### config.mk
export PLATFORM = sky130hd
export DESIGN_NAME = bbd_front
export DESIGN_NICKNAME = d
export VERILOG_FILES = /design/src/design/bbd_pkg.sv /design/src/design/bbd_front.sv
export SDC_FILE = /design/constraint.sdc
export NUM_CORES = 1
export LEC_CHECK = 0
export ABC_AREA = 1
export BUFFER_PORTS_ARGS = -buffer_cell sky130_fd_sc_hd__buf_2
export CAP_MARGIN = 25
export CORE_ASPECT_RATIO = 2
export CORE_MARGIN = 10
export CORE_UTILIZATION = 55
export DETAILED_ROUTE_END_ITERATION = 8
export GPL_ROUTABILITY_DRIVEN = 1
export PLACE_DENSITY = 0.9
export SLEW_MARGIN = 20
export SYNTH_ARGS = -nofsm -noshare
export SYNTH_HDL_FRONTEND = slang
export SYNTH_SLANG_ARGS = --single-unit
### constraint.sdc
create_clock -name clk_i -period 4.28 [get_ports clk_i]
set_input_delay 0.428 -clock clk_i [delete_from_list [all_inputs] [get_ports clk_i]]
set_output_delay 0.428 -clock clk_i [all_outputs]
set_load 0.005 [all_outputs]
### src/design/bbd_pkg.sv
// Shared types and constants for the bilinear Bayer demosaic block.
// No dependencies; imported by every module of the block except bbd_queue.
`default_nettype none
package bbd_pkg;

  // Fixed field widths
  localparam int OUT_W = 8;    // width of each RGB channel result
  localparam int COL_W = 11;   // column counter and reported column
  localparam int CFG_W = 12;   // line width register

  // Register map (index in the register list)
  localparam int REG_LINE_WIDTH = 0;
  localparam logic [CFG_W-1:0] LINE_WIDTH_RESET = 12'd640;
  localparam int MIN_WIDTH = 3;

  // Number of complete rows needed before a window center is interior
  localparam logic [1:0] ROWS_NEEDED = 2'd2;

  // Queue sizing between front and back, and for results
  localparam int QDEPTH = 4;
  localparam int QCNT_W = $clog2(QDEPTH + 1);

  // Color phase of the window center: {row odd, column odd}
  typedef enum logic [1:0] {
    PH_RED     = 2'b00,
    PH_GREEN_R = 2'b01,
    PH_GREEN_B = 2'b10,
    PH_BLUE    = 2'b11
  } phase_e;

  // Classified item handed from front to back
  typedef struct packed {
    logic [COL_W-1:0] col;      // column of the incoming sample
    logic [COL_W-1:0] pix_col;  // column of the window center
    phase_e           phase;
    logic             emit;
    logic             last;
  } item_t;

  // One result item
  typedef struct packed {
    logic [OUT_W-1:0] red;
    logic [OUT_W-1:0] green;
    logic [OUT_W-1:0] blue;
    logic [COL_W-1:0] col;
    logic             last;
  } res_t;

endpackage
`default_nettype wire

### src/design/bbd_front.sv
// Front end: column, row parity and row fill counters; classifies each sample.
// Depends on bbd_pkg for item_t, phase_e and the width constants.
`default_nettype none
module bbd_front
  import bbd_pkg::*;
#(
  parameter int MAX_WIDTH = 2048
) (
  input  wire logic             clk_i,
  input  wire logic             rst_ni,
  input  wire logic [CFG_W-1:0] line_width_i,
  input  wire logic             accept_i,
  input  wire logic             frame_start_i,
  output item_t                 item_o
);

  localparam int MW_BITS = $clog2(MAX_WIDTH + 1);
  localparam int EW      = (MW_BITS > CFG_W) ? MW_BITS : CFG_W;

  logic [COL_W-1:0] col_q, col_d;
  logic             par_q, par_d;
  logic [1:0]       rows_q, rows_d;

  logic [COL_W-1:0] col_cur;
  logic             par_cur;
  logic [1:0]       rows_cur;
  logic [EW-1:0]    width_req, width_eff;
  logic             last, emit;

  // Clamp the configured width to the supported range
  always_comb begin
    width_req = EW'(line_width_i);
    if (width_req < EW'(MIN_WIDTH)) begin
      width_eff = EW'(MIN_WIDTH);
    end else if (width_req > EW'(MAX_WIDTH)) begin
      width_eff = EW'(MAX_WIDTH);
    end else begin
      width_eff = width_req;
    end
  end

  // Classify the incoming sample; frame start clears counters first
  always_comb begin
    col_cur  = frame_start_i ? '0 : col_q;
    par_cur  = frame_start_i ? 1'b0 : par_q;
    rows_cur = frame_start_i ? '0 : rows_q;

    last = (EW'(col_cur) >= (width_eff - EW'(1)));
    emit = (rows_cur == ROWS_NEEDED) && (col_cur >= COL_W'(2));

    item_o.col     = col_cur;
    item_o.pix_col = col_cur - COL_W'(1);
    item_o.phase   = phase_e'({~par_cur, ~col_cur[0]});
    item_o.emit    = emit;
    item_o.last    = last;

    col_d  = col_q;
    par_d  = par_q;
    rows_d = rows_q;
    if (accept_i) begin
      if (last) begin
        col_d  = '0;
        par_d  = ~par_cur;
        rows_d = (rows_cur == ROWS_NEEDED) ? rows_cur : rows_cur + 2'd1;
      end else begin
        col_d  = col_cur + COL_W'(1);
        par_d  = par_cur;
        rows_d = rows_cur;
      end
    end
  end

  always_ff @(posedge clk_i or negedge rst_ni) begin
    if (!rst_ni) begin
      col_q  <= '0;
      par_q  <= 1'b0;
      rows_q <= '0;
    end else begin
      col_q  <= col_d;
      par_q  <= par_d;
      rows_q <= rows_d;
    end
  end

endmodule
`default_nettype wire

==> impl_results.md <==
- Startpoint types: input pin
- Synthesized instance count: 290
- Setup TNS: 0 ns
- Worst setup path startpoint: line_width_i[5]
- CTS Sinks: 14
- Tightest hold margin: 0.07207 ns
- Mapped Nets: 322
- Final net count: 361
- Syn-to-layout area delta: 11.90%
- Reg2Reg Depth: 13
- VDD IR max: 108.1 uV
- CP peak stage delay: 0.27 ns
- Setup violations, final: 0
- Slowest cell on crit path: ha_1
- Synth warnings: 0
- HP Class: in -> async
- Largest net degree at the start of global routing: 22
- Part of the Yosys area used for sequential elements: 0.1831
- CP endpoint kind: output port
- R2r setup slk: 1.96 ns
- Critical Path RT: 3.85 ns
- Row count: 30
- Reg2reg start: col_q[0]
- WL final: 5153 um
- CTS tree: yes
- Final count of pins violating max slew: 0
- Slew at the pin closest to its max-slew limit: 0.4426 ns
- First-pass GRT wire length: 8659 um
- Cts-stage hold buffer count: 0
- CTS Buf Count: 3
- Worst r2r dst: col_q[1]
- Routed Antenna Nets: 0
- Initial Util: 0.5663
- Die Span Y: 103.4 um
- Period utilization: 0.8507
- Kind of critical path: in -> out
- Drc violations: 0
- Worst path arrival time: 3.21 ns
- Vias in the first global route: 2031
- Most frequent cell on the critical path: inv_1
- Post-layout min period: 3.641 ns
- Maxcap violations: 0
- Vias: 2020
- Syn Area/Cell: 6.597 sq um
- H-Tree Depth: 1
- Max Fclk: 274.7 MHz
- Slew margin rel.: 0.7039
- Initial antenna violation count: 0
- Root buffer cell: clkbuf_8
- Endpoints failing hold: 0
- End point of the critical path: item_o[0]
- Post-cts resize count: 0
- Yosys reg bits: 14
- P per Cell Area: 203.7 mW/mm^2
- Commonest non-fill, non-tap cell in the layout: nand2_1
- All-layer global routing usage: 0.1721
- Clk Latency, worst-skew pair: 0.25 ns
- Yosys cell types: 39
- Cell breakdown of the critical path: buf_2 > nor2_1 > nand2_2 > nor2_4 > nand2_4 > nand2_4 > nand2_1 > inv_1 > a21oi_1 > ha_1 > o21ai_0 > inv_1 > nand2_2 > nor2_1 > o22ai_1 > inv_1 > ha_1 > nand2_1 > inv_1 > nand2_1 > a21oi_1 > nor2_1 > nand3_1 > buf_2
- Placed instance area: 0.002100 sq mm
- Number of DRC markers in iteration 0: 103
- Drt via density: 5.627
- Drt first pass iters: 4
- RSZ-0062 raised after global routing: no
- Clk buf depth: 2
- Most frequent cells in the layout: nand2_1 (68), buf_2 (41), inv_1 (38)
- GPL Wtd Cong: 0.9638
- GR Overflow Total: 0
- Lkg Pwr: 1.162 nW
- Fin area: 0.002141 sq mm
- CTS clk-pin slew, worst paths: 0.06 ns
- I/O pins: 42
- Die extent in x: 61.71 um
- Hpwl dp: 4336 um
- DIE AREA: 0.006381 sq mm
- # Post-CTS Setup Buffers: 0
- DR WL/cell: 14.35 um
- Mapped Area: 0.001913 sq mm
- Antenna Cells: 0
- Status: finished, final reports clean
- Core area: 0.003378 sq mm
- IO buf count: 41
- Skew final: 0.0008940 ns
- Critical Path Fanout Max: 16
- Ratio of cells with drive above 1 in the final layout: 0.2599
## worst min path at each step
stage / start / endpoint / depth (start not counted)
after global routing: rst_ni / col_q[10] / 1
after global placement: rst_ni / col_q[0] / 1
after floorplan: rst_ni / col_q[0] / 0
after detailed placement: rst_ni / col_q[0] / 1
after CTS: rst_ni / col_q[10] / 1
final: rst_ni / col_q[0] / 1
## flip-flops by register name, indices dropped and copies added (netlist names)
name,cells
par_q,1
rows_q,2
col_q,11
## power by group
| part | leakage (nW) | switching [mW] | internal [mW] |
|---|---|---|---|
| Clock | 0.0216 | 0.0461 | 0.0623 |
| Combinational | 0.949 | 0.111 | 0.0697 |
| Sequential | 0.191 | 0.00580 | 0.141 |
## worst max-delay path: cells and delay by family
family	cells	cell delay (ns)
compound gates	4	0.36
fa+ha+maj	2	0.49
buf+inv	6	0.62
simple gates	12	1.30
## routing by layer
metal | vias to the layer above | GRT usage | routed length, um
met2 | 83 | 0.3288 | 2848
met5 | - | 0 | 0
met4 | 0 | 0.1142 | 252
li1 | 1008 | - | -
met3 | 20 | 0.02078 | 295
met1 | 909 | 0.1564 | 1757
## cells by family after synthesis
group                    synth area share
adder cells (fa/ha/maj)            0.1046
AND/OR/NAND/NOR                    0.4271
XOR/XNOR                          0.05036
buffers and inverters              0.1295
flip-flops                         0.1831
AO/OA/AOI/OAI                      0.1053
## cell type report
class / instances / area, sq um
fillers: 313 / 1237
well taps: 32 / 40.04
flip-flops and latches: 14 / 350.3
clock buffers: 3 / 41.29
repair buffers: 42 / 212.7
inverters: 47 / 181.4
multi-input cells: 221 / 1315
## cell usage after synthesis (all sizes together)
master	number	share of area
nand2	76	0.17
inv	47	0.095
nor2	40	0.12
nand3	29	0.078
ha	16	0.10
dfrtp	14	0.18
o21ai	14	0.037
a21oi	9	0.026
xor2	9	0.041
buf	7	0.033
nand4	7	0.026
nor3	7	0.026
o22ai	5	0.016
xnor2	2	0.0092
a21boi	1	0.0039
clkbuf	1	0.0020
nand3b	1	0.0039
o211ai	1	0.0039
o21bai	1	0.0039
o31ai	1	0.0065
o41ai	1	0.0085
or2	1	0.0033
## metrics by stage
step / setup slack [ns] / cells / total power, mW / util
floorplan: 1.046 / 290 / 0.2664 / -
global route: 0.3233 / 359 / 0.4643 / 0.6337
CTS: 0.6358 / 359 / 0.4378 / 0.6337
detailed placement: 0.6467 / 356 / 0.3304 / 0.6215
finish: 0.6390 / 359 / 0.4360 / 0.6337
global placement: 0.7522 / 356 / 0.3260 / 0.6215
Power figures use the tool's default switching activity.
