$ cat src/design/bbd_queue.sv
// Small first-in first-out queue with full, empty and fill count.
// Does not import bbd_pkg; generic width and depth.
`default_nettype none
module bbd_queue #(
  parameter int DW    = 8,
  parameter int DEPTH = 4
) (
  input  wire logic                         clk_i,
  input  wire logic                         rst_ni,
  input  wire logic                         push_i,
  input  wire logic [DW-1:0]                data_i,
  output logic                              full_o,
  input  wire logic                         pop_i,
  output logic [DW-1:0]                     data_o,
  output logic                              empty_o,
  output logic [$clog2(DEPTH+1)-1:0]        count_o
);

  localparam int AW = (DEPTH > 1) ? $clog2(DEPTH) : 1;
  localparam int CW = $clog2(DEPTH + 1);

  logic [DW-1:0] slot_q [DEPTH];
  logic [AW-1:0] wr_ptr_q, wr_ptr_d;
  logic [AW-1:0] rd_ptr_q, rd_ptr_d;
  logic [CW-1:0] count_q, count_d;
  logic          wr_en, rd_en;

  assign full_o  = (count_q == CW'(DEPTH));
  assign empty_o = (count_q == '0);
  assign count_o = count_q;
  assign data_o  = slot_q[rd_ptr_q];

  assign wr_en = push_i && !full_o;
  assign rd_en = pop_i && !empty_o;

  // Advance pointers and count
  always_comb begin
    wr_ptr_d = wr_ptr_q;
    rd_ptr_d = rd_ptr_q;
    count_d  = count_q;
    if (wr_en) begin
      wr_ptr_d = (wr_ptr_q == AW'(DEPTH - 1)) ? '0 : wr_ptr_q + AW'(1);
    end
    if (rd_en) begin
      rd_ptr_d = (rd_ptr_q == AW'(DEPTH - 1)) ? '0 : rd_ptr_q + AW'(1);
    end
    if (wr_en && !rd_en) begin
      count_d = count_q + CW'(1);
    end else if (rd_en && !wr_en) begin
      count_d = count_q - CW'(1);
    end
  end

  always_ff @(posedge clk_i or negedge rst_ni) begin
    if (!rst_ni) begin
      wr_ptr_q <= '0;
      rd_ptr_q <= '0;
      count_q  <= '0;
    end else begin
      wr_ptr_q <= wr_ptr_d;
      rd_ptr_q <= rd_ptr_d;
      count_q  <= count_d;
    end
  end

  // Store incoming data
  always_ff @(posedge clk_i) begin
    if (wr_en) begin
      slot_q[wr_ptr_q] <= data_i;
    end
  end

endmodule
`default_nettype wire

$ cat config.mk
export PLATFORM = sky130hd
export DESIGN_NAME = bbd_queue
export DESIGN_NICKNAME = d
export VERILOG_FILES = /design/src/design/bbd_queue.sv
export SDC_FILE = /design/constraint.sdc
export NUM_CORES = 1
export LEC_CHECK = 0
export ABC_AREA = 1
export ABC_CLOCK_PERIOD_IN_PS = 2800
export BUFFER_PORTS_ARGS = -buffer_cell sky130_fd_sc_hd__buf_2
export CELL_PAD_IN_SITES_DETAIL_PLACEMENT = 0
export CELL_PAD_IN_SITES_GLOBAL_PLACEMENT = 1
export CORE_ASPECT_RATIO = 0.9
export CORE_UTILIZATION = 48
export DETAILED_ROUTE_END_ITERATION = 10
export GPL_TIMING_DRIVEN = 0
export PLACE_DENSITY = 0.83
export SLEW_MARGIN = 20
export SYNTH_ARGS = -nofsm -noshare
export SYNTH_HDL_FRONTEND = slang
export SYNTH_SLANG_ARGS = --single-unit
$ cat constraint.sdc
create_clock -name clk_i -period 2.8 [get_ports clk_i]
set_input_delay 0.56 -clock clk_i [delete_from_list [all_inputs] [get_ports clk_i]]
set_output_delay 0.56 -clock clk_i [all_outputs]
set_load 0.005 [all_outputs]
==> results of run 1 <==
[report_power, final]
group | internal (W) | switching [W] | leakage, nW
combinational | 0.000344 | 0.000475 | 0.495
sequential | 0.000781 | 0.0000707 | 0.378
clock | 0.000261 | 0.000186 | 0.0556
[stage by stage]
step	cells	hold slack, ns	setup slack [ns]	total power (W)	instance area [sq um]
2_1_floorplan	154	0.264	1.08	0.00141	1760
3_3_place_gp	222	0.401	0.979	0.00166	1930
3_5_place_dp	222	0.406	0.906	0.00170	1930
4_1_cts	230	0.101	0.803	0.00214	2040
5_1_grt	230	0.0963	0.715	0.00230	2040
6_report	230	0.0998	0.825	0.00212	2040
[routing by layer]
| layer | track usage [%] | vias up |
|---|---|---|
| met3 | 4.04 | 5 |
| met5 | 0 | - |
| li1 | - | 572 |
| met2 | 31.6 | 15 |
| met1 | 23.8 | 539 |
| met4 | 6.52 | 0 |
[state kept, by name, indices dropped and copies added (netlist names)]
| name | cells |
|---|---|
| slot_q | 32 |
| count_o | 3 |
| rd_ptr_q | 2 |
| wr_ptr_q | 2 |
[area by class of cell]
class,instances,area [sq um]
sequential,39,1140
tap,44,55.1
multi-input combinational,78,447
buffer,5,56.3
clock inverter,3,38.8
clock buffer,5,68.8
inverter,32,120
timing repair buffer,24,120
fill,286,1390
[worst max-delay path, delay by kind of cell (launching register included)]
family | cells | cell delay [ns]
AO/OA/AOI/OAI | 1 | 0.15
AND/OR/NAND/NOR | 1 | 0.09
flip-flops | 1 | 0.39
buffers and inverters | 3 | 0.51
[how the worst max path moves through the flow]
| stage | from | end | slack [ns] | cells after the start |
|---|---|---|---|---|
| after floorplan | count_o[0] | count_o[1] | 1.08 | 9 |
| after global placement | count_o[0] | slot_q[3][4] | 0.98 | 4 |
| after detailed placement | count_o[0] | count_o[1] | 0.91 | 9 |
| after CTS | rd_ptr_q[1] | data_o[2] | 0.80 | 5 |
| after global routing | rd_ptr_q[1] | data_o[0] | 0.71 | 5 |
| final | rd_ptr_q[1] | data_o[0] | 0.82 | 5 |
[kinds of logic (layout without fill, tap and decap cells)]
kind of cell	count (synthesis)	after routing
XOR/XNOR	1	1
AO/OA/AOI/OAI	17	17
adder cells (fa/ha/maj)	7	7
flip-flops	39	39
AND/OR/NAND/NOR	53	53
buffers and inverters	37	69
[Yosys cell counts]
cell	n	area (sq um)
nor2_1	6	22.5
edfxtp_1	32	961
xnor2_1	1	8.76
dfrtp_1	7	175
o211ai_2	1	12.5
nand2_2	1	6.26
ha_1	6	75.1
nand2_1	38	143
o21ai_0	1	5.00
inv_2	1	3.75
buf_6	5	56.3
o211ai_1	15	113
nand4_1	1	6.26
nand3_1	7	35.0
inv_1	31	116
fa_1	1	20.0
==> impl_metrics.toml, run 1 <==
[synth]
yosys.area_share.simple_pct = 12.1
yosysSeqAreaShare_pct = 64.6
yosys_warnings = 0
synth_mux_area_share_pct = 0
synth_top_family_by_area = "simple AND/OR/NAND/NOR gates"
synth_cell_types = 16
synth_cells = 154
ys_ff_latch = 39
avgSynthCellArea_sq_um = 11.4
synth_fa_ha_area_share_pct = 5.41
syn-num-nets = 173
synth-xor-area-share_pct = 0.498
synth-compound-area-share_pct = 7.40
synth_area_sq_um = 1760

[worst_setup_path]
start_kind = "register"
rrSetupSlack_ns = 0.93
worstPathArrival_ns = 1.42
worstPathRequired_ns = 2.24
cpPeakStageDelay_ns = 0.39
worst_setup_path_end_kind = "primary output"
criticalPathCategory = "register to primary output"
r2r-end = "count_o[1]"
cp_cell_sequence = "buf_6 -> inv_1 -> o211ai_1 -> nand2_1 -> buf_2"
r2r-start = "count_o[0]"
cpMaxStageDelayCell = "dfrtp_1"
path_max_fanout = 10
ff2ff_path_depth = 9

[clocking]
cts.sinks = 39
postCtsSetupBuffers = 0
numCtsBuffers = 5
ctsResizeCount = 0
cts-htree-levels = 2
tritoncts = "yes"
clock_latency_ns = 0.28
cts_buffer_depth = 2
clk_pin_slew_worst_paths_ns = 0.07
hold_buffers = 0
cts-root-buf = "clkbuf_8"

[final_layout]
layout_commonest_cell = "nand2_1"
n_antenna_cell = 0
final_cell_mix = "nand2_1 (38), edfxtp_1 (32), inv_1 (31), buf_2 (24), o211ai_1 (15)"
syn_to_final_growth_pct = 16.1
nets = 204
final_layout_size_suffix_gt1_share_pct = 21.0
final_util_pct = 59.6

[sta]
rsz0062_at_grt = "no"
period_needed_ns = 1.98
slew_viol_final = 0
finClkSkew_ns = 0.00264
hold_violations = 0
worst_pin_slew_ns = 0.838
max_slew_margin_pct = 43.9
setup_viol = 0
finalCritPeriodShare_pct = 70.5
fmaxAchievable_mhz = 506
setup_tns_ns = 0

[place]
dp_hpwl_mm = 2.15
gp_congestion = 0.734
io_buffers = 24

[routing]
drt-total-wl_mm = 3.06
dr.pass1.iters = 4
ant_nets = 0
drt_iter0_markers = 58
top_layer = "met4"
dr_total_vias = 1131
dr_wl_met3_um = 96
drc = 0
wl_per_cell_um = 13.3
wl_met1_mm = 1.41
wl_met2_mm = 1.51
drt-vias-per-instance = 4.92

[grt]
grt_antenna_before_repair = 0
grt_pass1_wl_mm = 5.20
grt_overflow_total = 0
grt_pass1_vias = 1159
grtUsageTotal_pct = 18.7
grt_start_max_net_pins = 13

[status]
status = "complete, no violations"

[floorplan]
initial_utilization_pct = 51.3
die_h_um = 59.4
fp.dieW_um = 65.8
rows = 20
ios = 25
die_area_sq_um = 3910
coreArea_sq_um = 3430

[hold_path]
hp-class = "input pin to async pin"

[power_and_ir_drop]
vdd_ir_drop_max_mv = 0.420
p_leak_nw = 0.929
p_per_area_nw_per_um2 = 1040

[flow_run]
maxCapViolations = 0
Note: power is estimated with default switching activity, not from simulation.
==> run 2, diff against run 1 <==
ABC_CLOCK_PERIOD_IN_PS = 1900   (was 2800)
CORE_UTILIZATION = 44   (was 48)
PLACE_DENSITY = 0.77   (was 0.83)
clock period = 1.9 ns   (was 2.8 ns; I/O delays follow)
==> impl_metrics.toml, run 2 (same netlist as run 1, synthesis figures left out) <==
[routing]
dr_total_vias = 1141
drt-vias-per-instance = 4.88
dr.pass1.iters = 4
drt-total-wl_mm = 3.16
drt_iter0_markers = 50
drc = 0
wl_per_cell_um = 13.5
ant_nets = 0

[clocking]
numCtsBuffers = 5
cts-htree-levels = 2
clock_latency_ns = 0.29
cts_buffer_depth = 2
cts-root-buf = "clkbuf_8"
tritoncts = "yes"
cts.sinks = 39
clk_pin_slew_worst_paths_ns = 0.07

[final_layout]
n_antenna_cell = 0
largest_register_ffs = 32
nets = 207
final_util_pct = 54.8
syn_to_final_growth_pct = 17.9
top_register = "slot_q"
final_cell_mix = "nand2_1 (36), edfxtp_1 (32), inv_1 (29), buf_2 (24), o211ai_1 (15)"
fillers = 348
regArea_sq_um = 1140
layout_commonest_cell = "nand2_1"
multi_input_area_sq_um = 479
final_layout_size_suffix_gt1_share_pct = 26.6

[grt]
grt_antenna_before_repair = 0
grt_pass1_wl_mm = 5.13
grtUsageTotal_pct = 17.7
grt_start_max_net_pins = 12
grt_pass1_vias = 1055
grt_overflow_total = 0

[power_and_ir_drop]
p_sw_w = 0.00112
intPower_w = 0.00196
p_comb_share_pct = 42.4
p_leak_nw = 0.927
p_per_area_nw_per_um2 = 1480
power_w = 0.00308
switching_share_pct = 36.3
clkPwrFrac_pct = 16.4
seq_power_share_pct = 41.1
vdd_ir_drop_max_mv = 0.711

[sta]
hold_violations = 0
setup_viol = 0
finalCritPeriodShare_pct = 94.2
hold_ws_ns = 0.308
rsz0062_at_grt = "no"
finClkSkew_ns = 0.00396
worst_pin_slew_ns = 0.805
max_slew_margin_pct = 46.1
slew_viol_final = 0
fmaxAchievable_mhz = 559
period_needed_ns = 1.79

[worst_setup_path]
worstPathBufferInverterCount = 3
r2r-end = "count_o[1]"
r2r-start = "count_o[0]"
path_max_fanout = 10
cp_cell_sequence = "buf_6 -> inv_1 -> o211ai_1 -> nand2_1 -> buf_2"
worst_setup_path_end_kind = "primary output"
crit_family = "buffers and inverters"
start_kind = "register"
criticalPathCategory = "register to primary output"
rrSetupSlack_ns = 0.13
worstPathRequired_ns = 1.52
cpMaxStageDelayCell = "dfrtp_1"
worstPathArrival_ns = 1.41
cpPeakStageDelay_ns = 0.40
ff2ff_path_depth = 9

[floorplan]
fp.dieW_um = 68.7
rows = 21
die_area_sq_um = 4260
coreArea_sq_um = 3780
initial_utilization_pct = 46.5
die_h_um = 62.0
ios = 25

[place]
dp_hpwl_mm = 2.16
io_buffers = 24
gp_congestion = 0.729

[hold_path]
hp-class = "input pin to register"
hold_end = "slot_q[1][5]"
holdPathStages = 1
hp-start = "data_i[5]"

[flow_run]
maxCapViolations = 0

[status]
status = "complete, no violations"
run 2: cell count changes in the layout (fill, tap and decap cells not counted), moves of 2 or more:
cell,change
inv_2,+2
buf_4,+2
nand3_1,-2
inv_1,-2
nand2_1,-2
dfrtp_1,-2
dfrtp_2,+2
run 2: area by class of cell:
type                       count  share of cell area, %
tap                           46                   2.77
inverter                      32                   5.79
buffer                         5                   2.71
timing repair buffer          27                   7.00
sequential                    39                   54.9
clock buffer                   5                   3.32
multi-input combinational     78                   23.1
clock inverter                 2                  0.422
run 2: metal layers:
layer / GRT usage, % / vias up / wire length, um
met5: 0 / - / 0
met4: 5.36 / 0 / 23
met3: 5.47 / 2 / 146
met2: 28.0 / 21 / 1580
met1: 23.6 / 548 / 1420
li1: - / 570 / -
run 2: timing repair:
item                                    4_1_cts  5_1_grt
hold endpoints to repair                      7        0
resized for setup                             1       11
buffers inserted                              0        2
pin swaps                                     0        1
endpoints found under the setup margin        2       34
hold buffers                                  1        0
run 2: worst max path at each step:
| stage | depth (start not counted) | endpoint | slack [ns] | startpoint |
|---|---|---|---|---|
| final | 5 | data_o[0] | 0.11 | rd_ptr_q[1] |
| after global routing | 5 | data_o[3] | 0.007 | rd_ptr_q[1] |
| after CTS | 9 | count_o[1] | 0.007 | count_o[0] |
| after detailed placement | 11 | count_o[2] | -0.008 | count_o[0] |
| after global placement | 9 | count_o[1] | 0.06 | count_o[0] |
| after floorplan | 9 | count_o[1] | 0.18 | count_o[0] |
run 2: power groups by stage:
stage	clock network [W]	logic (W)	registers [W]
floorplan	0	0.000820	0.00126
global placement	0	0.00119	0.00127
detailed placement	0	0.00123	0.00128
CTS	0.000517	0.00123	0.00126
global route	0.000560	0.00150	0.00129
finish	0.000505	0.00131	0.00127
run 2: through the flow:
| stage | cell area (sq um) | instances | setup WS [ns] | TNS, ns |
|---|---|---|---|---|
| 2_1_floorplan | 1760 | 154 | 0.177 | 0 |
| 3_3_place_gp | 1940 | 224 | 0.0558 | 0 |
| 3_5_place_dp | 1940 | 224 | -0.00774 | -0.00774 |
| 4_1_cts | 2030 | 232 | 0.00722 | 0 |
| 5_1_grt | 2070 | 234 | 0.00688 | 0 |
| 6_report | 2070 | 234 | 0.111 | 0 |
==> run 3, diff against run 2 <==
MAX_ROUTING_LAYER = met4   (was not set)
PLACE_DENSITY = 0.83   (was 0.77)
==> impl_metrics.toml, run 3 (same netlist as run 1, synthesis figures left out) <==
[floorplan]
ios = 25
coreArea_sq_um = 3780
die_h_um = 62.0
initial_utilization_pct = 46.5
fp.dieW_um = 68.7
die_area_sq_um = 4260
rows = 21

[routing]
drt-vias-per-instance = 4.88
dr_total_vias = 1137
wl_per_cell_um = 13.4
drt-total-wl_mm = 3.12
drt_iter0_markers = 44
ant_nets = 0
dr.pass1.iters = 4
drc = 0

[sta]
setup_viol = 0
max_slew_margin_pct = 47.6
slew_viol_final = 0
period_needed_ns = 1.80
finalCritPeriodShare_pct = 94.9
worst_pin_slew_ns = 0.783
rsz0062_at_grt = "yes"
hold_ws_ns = 0.300
finClkSkew_ns = 0.00339
hold_violations = 0
setup_tns_ns = 0
fmaxAchievable_mhz = 554

[flow_run]
maxCapViolations = 0

[worst_setup_path]
cpMostUsedCell = "inv_1"
worstPathRequired_ns = 2.08
worst_setup_path_end_kind = "register"
cp_cell_sequence = "inv_2 -> nand3_2 -> nand2_4 -> inv_1 -> ha_1 -> inv_1 -> fa_1 -> nand2_1 -> o21ai_0"
worstPathArrival_ns = 1.98
cpMaxStageDelayCell = "dfrtp_2"
start_kind = "register"
cpPeakStageDelay_ns = 0.45
path_max_fanout = 7
criticalPathCategory = "register to register"
crit_family = "adder cells"
worstPathBufferInverterCount = 3

[grt]
grtUsageTotal_pct = 17.6
grt_overflow_total = 0
grt_pass1_wl_mm = 4.86
grt_antenna_before_repair = 0
grt_pass1_vias = 1078
grt_start_max_net_pins = 14

[power_and_ir_drop]
p_per_area_nw_per_um2 = 1480
vdd_ir_drop_max_mv = 0.608
p_leak_nw = 0.916

[final_layout]
largest_register_ffs = 32
syn_to_final_growth_pct = 17.0
layout_commonest_cell = "nand2_1"
final_layout_size_suffix_gt1_share_pct = 24.6
final_cell_mix = "nand2_1 (37), edfxtp_1 (32), inv_1 (29), buf_2 (24), o211ai_1 (15)"
n_antenna_cell = 0
final_util_pct = 54.4
nets = 205
top_register = "slot_q"

[clocking]
clock_latency_ns = 0.29
cts-htree-levels = 2
clk_pin_slew_worst_paths_ns = 0.08
cts_buffer_depth = 2
cts.sinks = 39
numCtsBuffers = 5
cts-root-buf = "clkbuf_8"
postCtsSetupBuffers = 0
tritoncts = "yes"

[hold_path]
hp-class = "input pin to register"

[place]
io_buffers = 24
dp_hpwl_mm = 2.14
gp_congestion = 0.730

[status]
status = "complete, no violations"
==> run 3: through the flow <==
step / total power, W / std cells / area, sq um / setup slack (ns)
5_1_grt: 0.00330 / 233 / 2060 / -0.00988
6_report: 0.00304 / 233 / 2060 / 0.0963
2_1_floorplan: 0.00208 / 154 / 1760 / 0.177
3_3_place_gp: 0.00245 / 224 / 1940 / 0.0790
3_5_place_dp: 0.00250 / 224 / 1940 / 0.0176
4_1_cts: 0.00304 / 233 / 2040 / 0.00498
==> run 3: area by class of cell <==
| type | instances | area, sq um |
|---|---|---|
| inverter | 32 | 124 |
| timing repair buffer | 25 | 130 |
| clock buffer | 5 | 68.8 |
| fill | 350 | 1730 |
| clock inverter | 3 | 20.0 |
| sequential | 39 | 1140 |
| buffer | 5 | 56.3 |
| tap | 46 | 57.6 |
| multi-input combinational | 78 | 464 |
==> run 3: worst register-to-register path, delay by kind of cell, from the launching register on <==
kind / cells / cell delay [ns]
adder cells (fa/ha/maj): 2 / 0.61
flip-flops: 1 / 0.45
AND/OR/NAND/NOR: 3 / 0.34
buffers and inverters: 3 / 0.22
AO/OA/AOI/OAI: 1 / 0.07
==> run 3: where the power goes <==
group	switching, W	internal (W)
clock network	0.000290	0.000255
registers	0.000109	0.00115
logic	0.000720	0.000518
==> run 3: repair_timing <==
action                                  CTS  global route
endpoints found under the hold margin     7             0
hold buffers                              1             0
endpoints found under the setup margin    0            29
resized for setup                         0             7
==> run 3: final timing paths <==
kind / start / to / slack (ns) / depth (start not counted)
max reg2reg: count_o[0] / count_o[1] / 0.1 / 9
min in group asynchronous: rst_ni / wr_ptr_q[1] / 0.45 / 2
min: data_i[5] / slot_q[2][5] / 0.30 / 1
max in group asynchronous: rst_ni / count_o[0] / 1.28 / 2
max: count_o[0] / count_o[1] / 0.1 / 9
min reg2reg: count_o[0] / count_o[0] / 0.54 / 1
==> run 3: layer usage <==
metal	vias up	global-route usage, %	wire, um
met2	19	29.4	1580
met5	-	-	0
met1	539	20.3	1390
li1	572	-	-
met4	0	6.25	42
met3	7	4.93	114
